[src/design/rbc_pkg.sv]
// ----------------------------------------------------------------------------
// rbc_pkg
// Shared codes and constants for the ROM/RAM bank controller.
// ----------------------------------------------------------------------------
`default_nettype none

package rbc_pkg;

  typedef enum logic [1:0] {
    REGION_FIXED_ROM  = 2'd0,
    REGION_BANKED_ROM = 2'd1,
    REGION_RAM        = 2'd2,
    REGION_NONE       = 2'd3
  } region_t;

  typedef enum logic {
    CFG_ROM_BANK_COUNT = 1'b0,
    CFG_RAM_BYTE_COUNT = 1'b1
  } cfg_index_t;

  localparam int unsigned CFG_INDEX_W = 1;
  localparam int unsigned CFG_DATA_W  = 16;

  localparam logic       ACCESS_WRITE     = 1'b1;
  localparam logic [3:0] RAM_ENABLE_KEY   = 4'hA;
  localparam logic [6:0] ROM_BANK_RESET   = 7'd1;
  localparam logic [7:0] ROM_COUNT_RESET  = 8'd2;

endpackage

`default_nettype wire

[src/design/rom_ram_bank_controller_unit.sv]
// ----------------------------------------------------------------------------
// rom_ram_bank_controller_unit
// Bank register file and address translation for one CPU bus access per cycle while not stalled.
// ----------------------------------------------------------------------------
// Usage:
//   Input channel (in_valid/in_stall) carries one bus access: mode, address
//   and write_data. Output channel (out_valid/out_stall) returns one result
//   per access: region, translated ROM/RAM address, RAM write strobe and
//   byte, open bus flag and range fault. Either side transfers at a rising
//   edge with valid high and stall low.
//   The config channel (cfg_valid/cfg_ready, cfg_index, cfg_data) sets the
//   ROM bank count (index 0) and RAM byte count (index 1); cfg_ready is
//   always high. Write config only while the block is idle.
//   out_valid rises once an access has passed the input register, then
//   decode and bank update into the result register. Throughput is one
//   access per cycle while out_stall is low; the two registers give two
//   entries of buffering. When out_stall holds a waiting result, one more
//   access is taken into the input register, then in_stall rises until the
//   result moves. Reset clears both registers and restores ROM bank 1, RAM
//   bank 0, RAM disabled, ROM banking mode, 2 ROM banks and no RAM.
// ----------------------------------------------------------------------------
`default_nettype none

module rom_ram_bank_controller_unit (
  input  wire logic                               clk,
  input  wire logic                               rst,
  input  wire logic                               in_valid,
  output logic                                    in_stall,
  input  wire logic                               mode,
  input  wire logic [15:0]                        address,
  input  wire logic [7:0]                         write_data,
  output logic                                    out_valid,
  input  wire logic                               out_stall,
  output logic [1:0]                              region,
  output logic [20:0]                             rom_address,
  output logic [14:0]                             ram_address,
  output logic                                    ram_write_strobe,
  output logic [7:0]                              ram_write_byte,
  output logic                                    open_bus,
  output logic                                    fault,
  input  wire logic                               cfg_valid,
  output logic                                    cfg_ready,
  input  wire logic [rbc_pkg::CFG_INDEX_W-1:0]    cfg_index,
  input  wire logic [rbc_pkg::CFG_DATA_W-1:0]     cfg_data
);

  logic        s1_valid;
  logic        s1_mode;
  logic [15:0] s1_address;
  logic [7:0]  s1_write_data;
  logic        s1_advance;
  logic        in_accept;

  logic [7:0]  rom_bank_count;
  logic [15:0] ram_byte_count;

  logic        ram_enabled;
  logic [6:0]  rom_bank;
  logic [1:0]  ram_bank;
  logic        banking_mode;
  logic        ram_enabled_next;
  logic [6:0]  rom_bank_next;
  logic [1:0]  ram_bank_next;
  logic        banking_mode_next;

  rbc_pkg::region_t region_next;
  logic [20:0] rom_address_next;
  logic [14:0] ram_address_next;
  logic        ram_write_strobe_next;
  logic [7:0]  ram_write_byte_next;
  logic        open_bus_next;
  logic        fault_next;

  logic [14:0] ram_translated;
  logic        ram_fault;
  logic        rom_banked_fault;
  logic [6:0]  rom_bank_low_wr;
  logic [6:0]  rom_bank_high_wr;

  assign cfg_ready  = 1'b1;
  assign s1_advance = s1_valid && (!out_valid || !out_stall);
  assign in_stall   = s1_valid && out_valid && out_stall;
  assign in_accept  = in_valid && !in_stall;

  // Configuration registers.
  always_ff @(posedge clk) begin
    if (rst) begin
      rom_bank_count <= rbc_pkg::ROM_COUNT_RESET;
      ram_byte_count <= '0;
    end else if (cfg_valid && cfg_ready) begin
      case (rbc_pkg::cfg_index_t'(cfg_index))
        rbc_pkg::CFG_ROM_BANK_COUNT: rom_bank_count <= cfg_data[7:0];
        rbc_pkg::CFG_RAM_BYTE_COUNT: ram_byte_count <= cfg_data;
        default: ;
      endcase
    end
  end

  // Input register.
  always_ff @(posedge clk) begin
    if (rst) begin
      s1_valid <= 1'b0;
    end else if (in_accept) begin
      s1_valid <= 1'b1;
    end else if (s1_advance) begin
      s1_valid <= 1'b0;
    end
  end

  always_ff @(posedge clk) begin
    if (in_accept) begin
      s1_mode       <= mode;
      s1_address    <= address;
      s1_write_data <= write_data;
    end
  end

  // Decode, translation and bank register update.
  assign ram_translated   = {ram_bank, s1_address[12:0]};
  assign ram_fault        = {1'b0, ram_translated} >= ram_byte_count;
  assign rom_banked_fault = {1'b0, rom_bank} >= rom_bank_count;
  assign rom_bank_low_wr  = {rom_bank[6:5], s1_write_data[4:0]};
  assign rom_bank_high_wr = {s1_write_data[1:0], rom_bank[4:0]};

  always_comb begin
    region_next           = rbc_pkg::REGION_NONE;
    rom_address_next      = '0;
    ram_address_next      = '0;
    ram_write_strobe_next = 1'b0;
    ram_write_byte_next   = '0;
    open_bus_next         = 1'b0;
    fault_next            = 1'b0;
    ram_enabled_next      = ram_enabled;
    rom_bank_next         = rom_bank;
    ram_bank_next         = ram_bank;
    banking_mode_next     = banking_mode;

    if (s1_address[15:13] == 3'b101) begin
      region_next      = rbc_pkg::REGION_RAM;
      ram_address_next = ram_translated;
      fault_next       = ram_fault;
      if (s1_mode == rbc_pkg::ACCESS_WRITE && ram_enabled && !ram_fault) begin
        ram_write_strobe_next = 1'b1;
        ram_write_byte_next   = s1_write_data;
      end
    end else if (s1_mode == rbc_pkg::ACCESS_WRITE) begin
      if (!s1_address[15]) begin
        case (s1_address[14:13])
          2'b00: ram_enabled_next = (s1_write_data[3:0] == rbc_pkg::RAM_ENABLE_KEY);
          2'b01: begin
            rom_bank_next = (rom_bank_low_wr == '0) ? rbc_pkg::ROM_BANK_RESET
                                                    : rom_bank_low_wr;
          end
          2'b10: begin
            if (!banking_mode) begin
              rom_bank_next = (rom_bank_high_wr == '0) ? rbc_pkg::ROM_BANK_RESET
                                                       : rom_bank_high_wr;
            end else begin
              ram_bank_next = s1_write_data[1:0];
            end
          end
          2'b11: begin
            banking_mode_next = s1_write_data[0];
            if (!s1_write_data[0]) begin
              ram_bank_next = '0;
            end
          end
          default: ;
        endcase
      end
    end else begin
      if (s1_address[15:14] == 2'b00) begin
        region_next      = rbc_pkg::REGION_FIXED_ROM;
        rom_address_next = {7'd0, s1_address[13:0]};
        fault_next       = (rom_bank_count == '0);
      end else if (s1_address[15:14] == 2'b01) begin
        region_next      = rbc_pkg::REGION_BANKED_ROM;
        rom_address_next = {rom_bank, s1_address[13:0]};
        fault_next       = rom_banked_fault;
      end else begin
        open_bus_next = 1'b1;
      end
    end
  end

  always_ff @(posedge clk) begin
    if (rst) begin
      ram_enabled  <= 1'b0;
      rom_bank     <= rbc_pkg::ROM_BANK_RESET;
      ram_bank     <= '0;
      banking_mode <= 1'b0;
    end else if (s1_advance) begin
      ram_enabled  <= ram_enabled_next;
      rom_bank     <= rom_bank_next;
      ram_bank     <= ram_bank_next;
      banking_mode <= banking_mode_next;
    end
  end

  // Result register.
  always_ff @(posedge clk) begin
    if (rst) begin
      out_valid <= 1'b0;
    end else if (s1_advance) begin
      out_valid <= 1'b1;
    end else if (!out_stall) begin
      out_valid <= 1'b0;
    end
  end

  always_ff @(posedge clk) begin
    if (s1_advance) begin
      region           <= region_next;
      rom_address      <= rom_address_next;
      ram_address      <= ram_address_next;
      ram_write_strobe <= ram_write_strobe_next;
      ram_write_byte   <= ram_write_byte_next;
      open_bus         <= open_bus_next;
      fault            <= fault_next;
    end
  end

`ifndef SYNTHESIS
  a_rom_bank_nonzero: assert property (@(posedge clk) disable iff (rst)
    rom_bank != '0)
    else $error("rom bank register holds zero");

  a_ram_bank_rom_mode: assert property (@(posedge clk) disable iff (rst)
    !banking_mode |-> ram_bank == '0)
    else $error("ram bank nonzero in rom banking mode");

  a_strobe_region: assert property (@(posedge clk) disable iff (rst)
    out_valid && ram_write_strobe |-> region == rbc_pkg::REGION_RAM && !fault)
    else $error("ram write strobe outside ram region or with fault");

  a_open_bus_region: assert property (@(posedge clk) disable iff (rst)
    out_valid && open_bus |-> region == rbc_pkg::REGION_NONE && !fault)
    else $error("open bus with mapped region or fault");

  a_stall_only_when_full: assert property (@(posedge clk) disable iff (rst)
    in_stall |-> s1_valid && out_valid && out_stall)
    else $error("input stalled while a register is free");
`endif

endmodule

`default_nettype wire
[config.mk]
export PLATFORM = sky130hd
export DESIGN_NAME = rom_ram_bank_controller_unit
export DESIGN_NICKNAME = d
export VERILOG_FILES = /design/src/design/rbc_pkg.sv /design/src/design/rom_ram_bank_controller_unit.sv
export SDC_FILE = /design/constraint.sdc
export NUM_CORES = 1
export LEC_CHECK = 0
export ABC_AREA = 1
export BUFFER_PORTS_ARGS = -buffer_cell sky130_fd_sc_hd__buf_4
export CAP_MARGIN = 0
export CORE_MARGIN = 3
export CORE_UTILIZATION = 38
export CTS_BUF_LIST = sky130_fd_sc_hd__clkbuf_4
export DETAILED_ROUTE_END_ITERATION = 16
export SYNTH_ARGS = -nofsm -noshare
export SYNTH_HDL_FRONTEND = slang
export SYNTH_SLANG_ARGS = --single-unit
[constraint.sdc]
create_clock -name clk -period 2 [get_ports clk]
set_input_delay 0.1 -clock clk [delete_from_list [all_inputs] [get_ports clk]]
set_output_delay 0.1 -clock clk [all_outputs]
set_load 0.02 [all_outputs]
==> results.py, run 1 <==
metrics = {
    "sta": {
        "setup_tns_ps": 0,
        "drv_slew": 0,
        "worst-slew-pin-transition_ps": 870.7,
        "timing.final.crit_share_pct": 90.82,
        "hold_viol": 0,
        "finClkSkew_ps": 19.11,
        "timing.max_slew.rel_slack_pct": 41.81,
        "maxClockFrequency_mhz": 550.5,
        "layout_min_cycle_time_ps": 1816,
        "grt_setup_unrepaired": "no",
        "final_setup_violations": 0,
    },
    "place": {
        "io_buffer_count": 97,
        "dp_hpwl_um": 7470,
        "globalplace.congestion": 0.7783,
    },
    "setup_path": {
        "worst-path-buf-inv": 5,
        "worstSetupStartpointType": "input port",
        "path_common_cell": "dlygate4sd3_1",
        "endpoint_kind": "register",
        "crit_slowest_cell": "dlygate4sd3_1",
        "path_delay_family": "buffers and inverters",
        "cp_data_required_time_ps": 2410,
        "critical_path_maximum_fanout": 4,
        "crit_path_cell_trace": "dlygate4sd3_1 > buf_4 > inv_1 > nor2_1 > nand2_1 > dlygate4sd3_1 > o211ai_1 > dlygate4sd3_1",
        "critical_path_class": "input port to register",
        "cpPeakStageDelay_ps": 560,
        "timing.critical_path.arrival_ps": 2220,
    },
    "detailed_routing": {
        "routed-via-count": 3538,
        "detail-route-antenna-nets": 0,
        "route.final.wire_length_um": 10220,
        "drtIter0Drc": 147,
        "drt-vias-per-instance": 4.478,
        "drc": 0,
        "drt_pre_antenna_iters": 4,
        "avgRoutedWirePerCell_um": 12.94,
    },
    "pwr": {
        "cellPowerDensity_nw_per_um2": 690.1,
        "netSwitchingPower_mw": 1.098,
        "comb_power_share_pct": 14.1,
        "power.static_leakage_nw": 2.722,
        "peakVddDrop_uv": 421.5,
        "seqPwrFrac_pct": 60.4,
        "clkPwrFrac_pct": 25.5,
        "power.share.switching_pct": 25.34,
        "cell_internal_pwr_mw": 3.237,
    },
    "layout": {
        "syn2layout_area_growth_pct": 33.36,
        "number_of_filler_cells_placed_in_the_layout": 1098,
        "final_core_utilization_pct": 52.09,
        "nNetsFinal": 686,
        "drive_gt1_share_pct": 22.35,
        "num_antenna_cells": 0,
    },
    "clocking": {
        "cts.root.buffer_cell": "clkbuf_4",
        "clock_tree.buffer_depth": 2,
        "postCtsSetupRepairBufs": 0,
        "cts.htree.levels": 3,
        "cts_tree": "done",
        "post_cts_resized": 0,
        "clock-sinks": 111,
        "clkLatencyLatePin_ps": 460,
        "path_clk_slew_ps": 160,
        "numCtsBuffers": 9,
    },
    "yosys": {
        "syn-mean-instance-area_um2": 10.15,
        "post_synth_most_frequent_cells": "nor2_1, inv_1, edfxtp_1, nand2_1, dfxtp_1",
        "unique_masters_post_synth": 32,
        "synthesis.nets": 533,
        "netlist.area_leader.share_pct": 47.17,
        "synth_top_flop_cell": "edfxtp_1",
        "synth_most_common_cell": "nor2_1",
        "synth-edff-count": 74,
        "yosys_warnings": 0,
        "synth_top_cells_by_area": "edfxtp_1, dfxtp_1, nor2_1",
        "synth.cell_area_um2": 4711,
        "ys_ff_latch": 111,
        "synth_top_area_cell": "edfxtp_1",
        "async_reset_ff_share_pct": 0,
        "synth_sequential_area_ratio_pct": 62.90,
        "synthCells": 464,
    },
    "floorplan": {
        "design.core.area_um2": 12060,
        "floorplan.io_pins": 99,
        "design.die.area_um2": 13770,
        "row_count": 40,
        "die_width_um": 117.3,
        "dieHeight_um": 117.3,
        "initial_core_util_pct": 39.06,
    },
    "global_routing": {
        "globalRoute.totalOverflow": 0,
        "first_global_vias": 3595,
        "grt_first_pass_wirelength_um": 16940,
        "globalRouteMet3Util_pct": 3.857,
        "grt_usage_pct": 15.26,
        "grt_max_degree": 38,
        "grt_busiest_layer": "met2",
        "grt_util_met1_pct": 18.89,
        "initial_antenna_violation_count": 0,
        "grt_use_met2_pct": 25.76,
    },
    "hold_path": {
        "timing.hold.worst.class": "input port to register",
    },
    "run_status": {
        "run_status": "finished, final reports clean",
    },
    "run": {
        "timing.max_cap.violations": 0,
    },
}
## cell families after synthesis
family / share of synthesized area [%]
AND/OR/NAND/NOR: 15.35
flip-flops: 62.90
buffers and inverters: 7.703
AO/OA/AOI/OAI: 8.128
adder cells (fa/ha/maj): 5.843
other: 0.07960
## per-layer routing
| metal | wire length [µm] | vias to the layer above | part of all wire [%] |
|---|---|---|---|
| met4 | 208 | 0 | 2.0 |
| met2 | 4889 | 67 | 48 |
| li1 | - | 1821 | - |
| met5 | 0 | - | 0 |
| met1 | 4711 | 1634 | 46 |
| met3 | 412 | 16 | 4.0 |
## what timing repair did
| action | in CTS | in global routing |
|---|---|---|
| hold buffers | 48 | 1 |
| endpoints found under the setup margin | 0 | 0 |
| hold endpoints to repair | 53 | 1 |
## final cells by class
cell class | instances | area, µm² | area share, %
Clock buffer | 10 | 75.07 | 1.195
Clock inverter | 6 | 61.31 | 0.9759
Inverter | 81 | 311.5 | 4.959
Multi-Input combinational cell | 262 | 1385 | 22.05
Sequential cell | 111 | 2963 | 47.16
Tap cell | 168 | 210.2 | 3.346
Timing Repair Buffer | 152 | 1276 | 20.31
## power by group through the flow
stage | Clock [mW] | Combinational, mW | Sequential, mW
finish | 1.10 | 0.612 | 2.62
global route | 1.22 | 0.684 | 2.63
CTS | 1.13 | 0.615 | 2.62
detailed placement | 0 | 0.537 | 2.67
global placement | 0 | 0.528 | 2.67
floorplan | 0 | 0.253 | 2.72
## placed cells by master, fill, tap and decap left out, drive strengths merged, types with 11 or more instances in the layout
cell type    netlist  final
o21ai             31     31
ha                22     22
dlygate4sd3        0     49
nand3             11     11
nor2              82     82
a21oi             38     38
edfxtp            74     74
dfxtp             37     37
nand2             65     65
inv               80     80
buf                4    103
## flip-flops by register name, indices dropped and copies added (netlist names), 2 cells and up
register and count:
s1_address 16, ram_write_byte 8, ram_address 15, rom_bank_count 8, rom_address 21, ram_byte_count 16
rom_bank 7, ram_bank 2, region 2, s1_write_data 8
## final timing paths
check | startpoint | to | slack, ps | cells past startpoint
setup / recovery | cfg_valid | rom_bank_count[1] | 180 | 8
hold / removal | cfg_index | rom_bank_count[2] | 210 | 4
setup reg to reg | s1_address[11] | ram_write_byte[6] | 270 | 6
hold reg to reg | ram_byte_count[3] | ram_byte_count[3] | 470 | 2
## worst min-delay path, delay by kind of cell
kind                   cells  cell delay (ps)
AND/OR/NAND/NOR            1               70
AO/OA/AOI/OAI              1              110
buffers and inverters      2              360
## stage by stage
step	setup WS, ps	hold slack [ps]	instance area [µm²]	power (mW)	instances
after floorplan	39.64	169.1	4711	2.972	464
after global placement	354.0	278.2	5655	3.196	725
after detailed placement	295.5	279.6	5655	3.208	725
after CTS	228.6	0.4487	6272	4.368	789
after global routing	141.0	198.5	6282	4.539	790
final	183.6	208.8	6282	4.335	790
(Power assumes the default switching activity.)
==> inputs of run 2 (changes only) <==
--- a/config.mk
+++ b/config.mk
@@ -13,4 +13,5 @@
 export CTS_BUF_LIST = sky130_fd_sc_hd__clkbuf_4
 export DETAILED_ROUTE_END_ITERATION = 16
+export MAX_ROUTING_LAYER = met4
 export SYNTH_ARGS = -nofsm -noshare
 export SYNTH_HDL_FRONTEND = slang
==> constraint.sdc (replaced) <==
create_clock -name clk -period 2 [get_ports clk]
set_input_delay 0.3 -clock clk [delete_from_list [all_inputs] [get_ports clk]]
set_output_delay 0.3 -clock clk [all_outputs]
set_load 0.02 [all_outputs]
==> run 2 against run 1 <==
Wire length shrank 0.70%. Critical path type is now register to register. Combinational power shrank 5.6%. Largest cell class unchanged. Global-route usage grew 0.22 points. Sequential power is essentially flat. Hold slack lost 140 ps. Critical path depth shrank 2. Sequential cell count is the same. Via count shrank 3.1%. Highest routed layer unchanged. Non-clock buffer count shrank 22. Maximum frequency grew 3.7%.
==> results.py, run 2 (same netlist as run 1, synthesis figures left out) <==
metrics = {
    "layout": {
        "drive_gt1_share_pct": 22.67,
        "area_of_the_multi_input_gates_um2": 1385,
        "nNetsFinal": 664,
        "largest_register_ff_count": 21,
        "final_core_utilization_pct": 49.99,
        "regArea_um2": 2963,
        "top_library_cells_by_usage_in_the_layout_fill_and_taps_aside": "buf_4, nor2_1, inv_1",
        "number_of_filler_cells_placed_in_the_layout": 1107,
        "max_flop_register": "rom_address",
        "num_antenna_cells": 0,
        "layout_commonest_cell": "buf_4",
        "registers_with_the_most_flip_flops": "rom_address (21), ram_byte_count (16), s1_address (16)",
        "syn2layout_area_growth_pct": 27.99,
        "final_design_area_no_fill_um2": 6030,
    },
    "detailed_routing": {
        "route.final.wire_length_um": 10150,
        "drc": 0,
        "routed-via-count": 3429,
        "drtIter0Drc": 164,
        "drt_pre_antenna_iters": 4,
        "avgRoutedWirePerCell_um": 13.22,
        "drt-vias-per-instance": 4.465,
        "detail-route-antenna-nets": 0,
    },
    "clocking": {
        "clkLatencyLatePin_ps": 460,
        "postCtsSetupRepairBufs": 0,
        "post_cts_resized": 0,
        "cts_tree": "done",
        "cts.htree.levels": 3,
        "path_clk_slew_ps": 150,
        "clock-sinks": 111,
        "ctsHoldBuffers": 25,
        "cts.root.buffer_cell": "clkbuf_4",
        "clock_tree.buffer_depth": 2,
        "numCtsBuffers": 9,
    },
    "sta": {
        "drv_slew": 0,
        "grt_setup_unrepaired": "no",
        "final_setup_violations": 0,
        "layout_min_cycle_time_ps": 1751,
        "maxClockFrequency_mhz": 571.1,
        "setup_slack_ps": 249.1,
        "finClkSkew_ps": 9.273,
        "hold_viol": 0,
        "timing.max_slew.rel_slack_pct": 64.66,
        "worst-slew-pin-transition_ps": 529.5,
        "timing.final.crit_share_pct": 87.55,
        "setup_tns_ps": 0,
    },
    "pwr": {
        "peakVddDrop_uv": 391.7,
        "post-layout-total-power_mw": 4.147,
        "cellPowerDensity_nw_per_um2": 687.8,
        "power.static_leakage_nw": 2.611,
    },
    "run_status": {
        "run_status": "finished, final reports clean",
    },
    "global_routing": {
        "initial_antenna_violation_count": 0,
        "grt_usage_pct": 15.47,
        "grt_max_degree": 38,
        "globalRoute.totalOverflow": 0,
        "first_global_vias": 3433,
        "grt_first_pass_wirelength_um": 16570,
    },
    "setup_path": {
        "r2r-end": "ram_write_byte[7]",
        "worstSetupStartpointType": "register",
        "reg_to_reg_start": "s1_address[11]",
        "critical_path_class": "register to register",
        "slack_of_the_worst_reg_to_reg_path_ps": 250,
        "endpoint_kind": "register",
        "critical_path_maximum_fanout": 9,
        "timing.critical_path.arrival_ps": 2070,
        "r2r.worst_path.cells": 6,
        "cp_data_required_time_ps": 2320,
    },
    "floorplan": {
        "dieHeight_um": 117.3,
        "design.die.area_um2": 13770,
        "row_count": 40,
        "floorplan.io_pins": 99,
        "design.core.area_um2": 12060,
        "die_width_um": 117.3,
        "initial_core_util_pct": 39.06,
    },
    "hold_path": {
        "hold_start": "cfg_data[0]",
        "hold-path-endpoint": "rom_bank_count[0]",
        "timing.hold.worst.class": "input port to register",
        "holdPathStages": 3,
    },
    "place": {
        "io_buffer_count": 97,
        "dp_hpwl_um": 7617,
        "pre_cts_slack_ps": 289.3,
        "globalplace.congestion": 0.7948,
        "post_dp_cell_area_um2": 5663,
    },
    "run": {
        "timing.max_cap.violations": 0,
    },
}
[run 2: cell types whose count changed in the layout (fill, tap and decap cells not counted), sizes merged]
| cell | previous run | this run |
|---|---|---|
| dlygate4sd3 | 49 | 26 |
| buf | 103 | 104 |
| bufinv | 1 | 0 |
| clkbuf | 10 | 9 |
| clkinvlp | 1 | 2 |
| inv | 80 | 81 |
[run 2: how the worst max path moves through the flow]
| stage | from | endpoint | slack, ps | cells after the start |
|---|---|---|---|---|
| 2_1_floorplan | out_valid | fault | 40 | 3 |
| 3_3_place_gp | s1_address[11] | ram_write_byte[3] | 350 | 6 |
| 3_5_place_dp | s1_address[11] | ram_write_byte[7] | 290 | 6 |
| 4_1_cts | s1_address[11] | ram_write_byte[7] | 240 | 6 |
| 5_1_grt | s1_address[11] | ram_write_byte[2] | 120 | 6 |
| 6_report | s1_address[11] | ram_write_byte[7] | 250 | 6 |
[run 2: metal layers]
| metal | GRT usage (%) | share of wire (%) | wire length [µm] | vias up |
|---|---|---|---|---|
| met1 | 19.20 | 48 | 4830 | 1596 |
| li1 | - | - | - | 1771 |
| met3 | 3.327 | 2.9 | 296 | 11 |
| met5 | - | 0 | 0 | - |
| met2 | 25.58 | 48 | 4876 | 51 |
| met4 | 4.692 | 1.4 | 146 | 0 |
[run 2: area by class of cell]
type	instances	share of cell area, %
Multi-Input combinational cell	262	22.97
Timing Repair Buffer	130	17.47
Sequential cell	111	49.14
Clock inverter	7	0.6433
Clock buffer	9	1.121
Tap cell	168	3.486
Inverter	81	5.167
[run 2: critical path, stage by stage, from the launching register on]
cell,delay (ps)
edfxtp_1,450
ha_1,340
a21oi_1,140
o21ai_0,90
a21oi_1,270
nand3_4,200
nor2_1,140
[run 2: per-stage QoR]
step / std cells / hold slack [ps]
detailed placement: 726 / 451.3
CTS: 767 / 4.161
floorplan: 464 / 369.1
global placement: 726 / 446.2
finish: 768 / 73.51
global route: 768 / 33.91
[run 2: where the power goes]
part,switching (mW),internal (mW),total [mW]
clock,0.706,0.245,0.951
combinational,0.327,0.251,0.578
sequential,0.0534,2.57,2.62
total,1.09,3.06,4.15
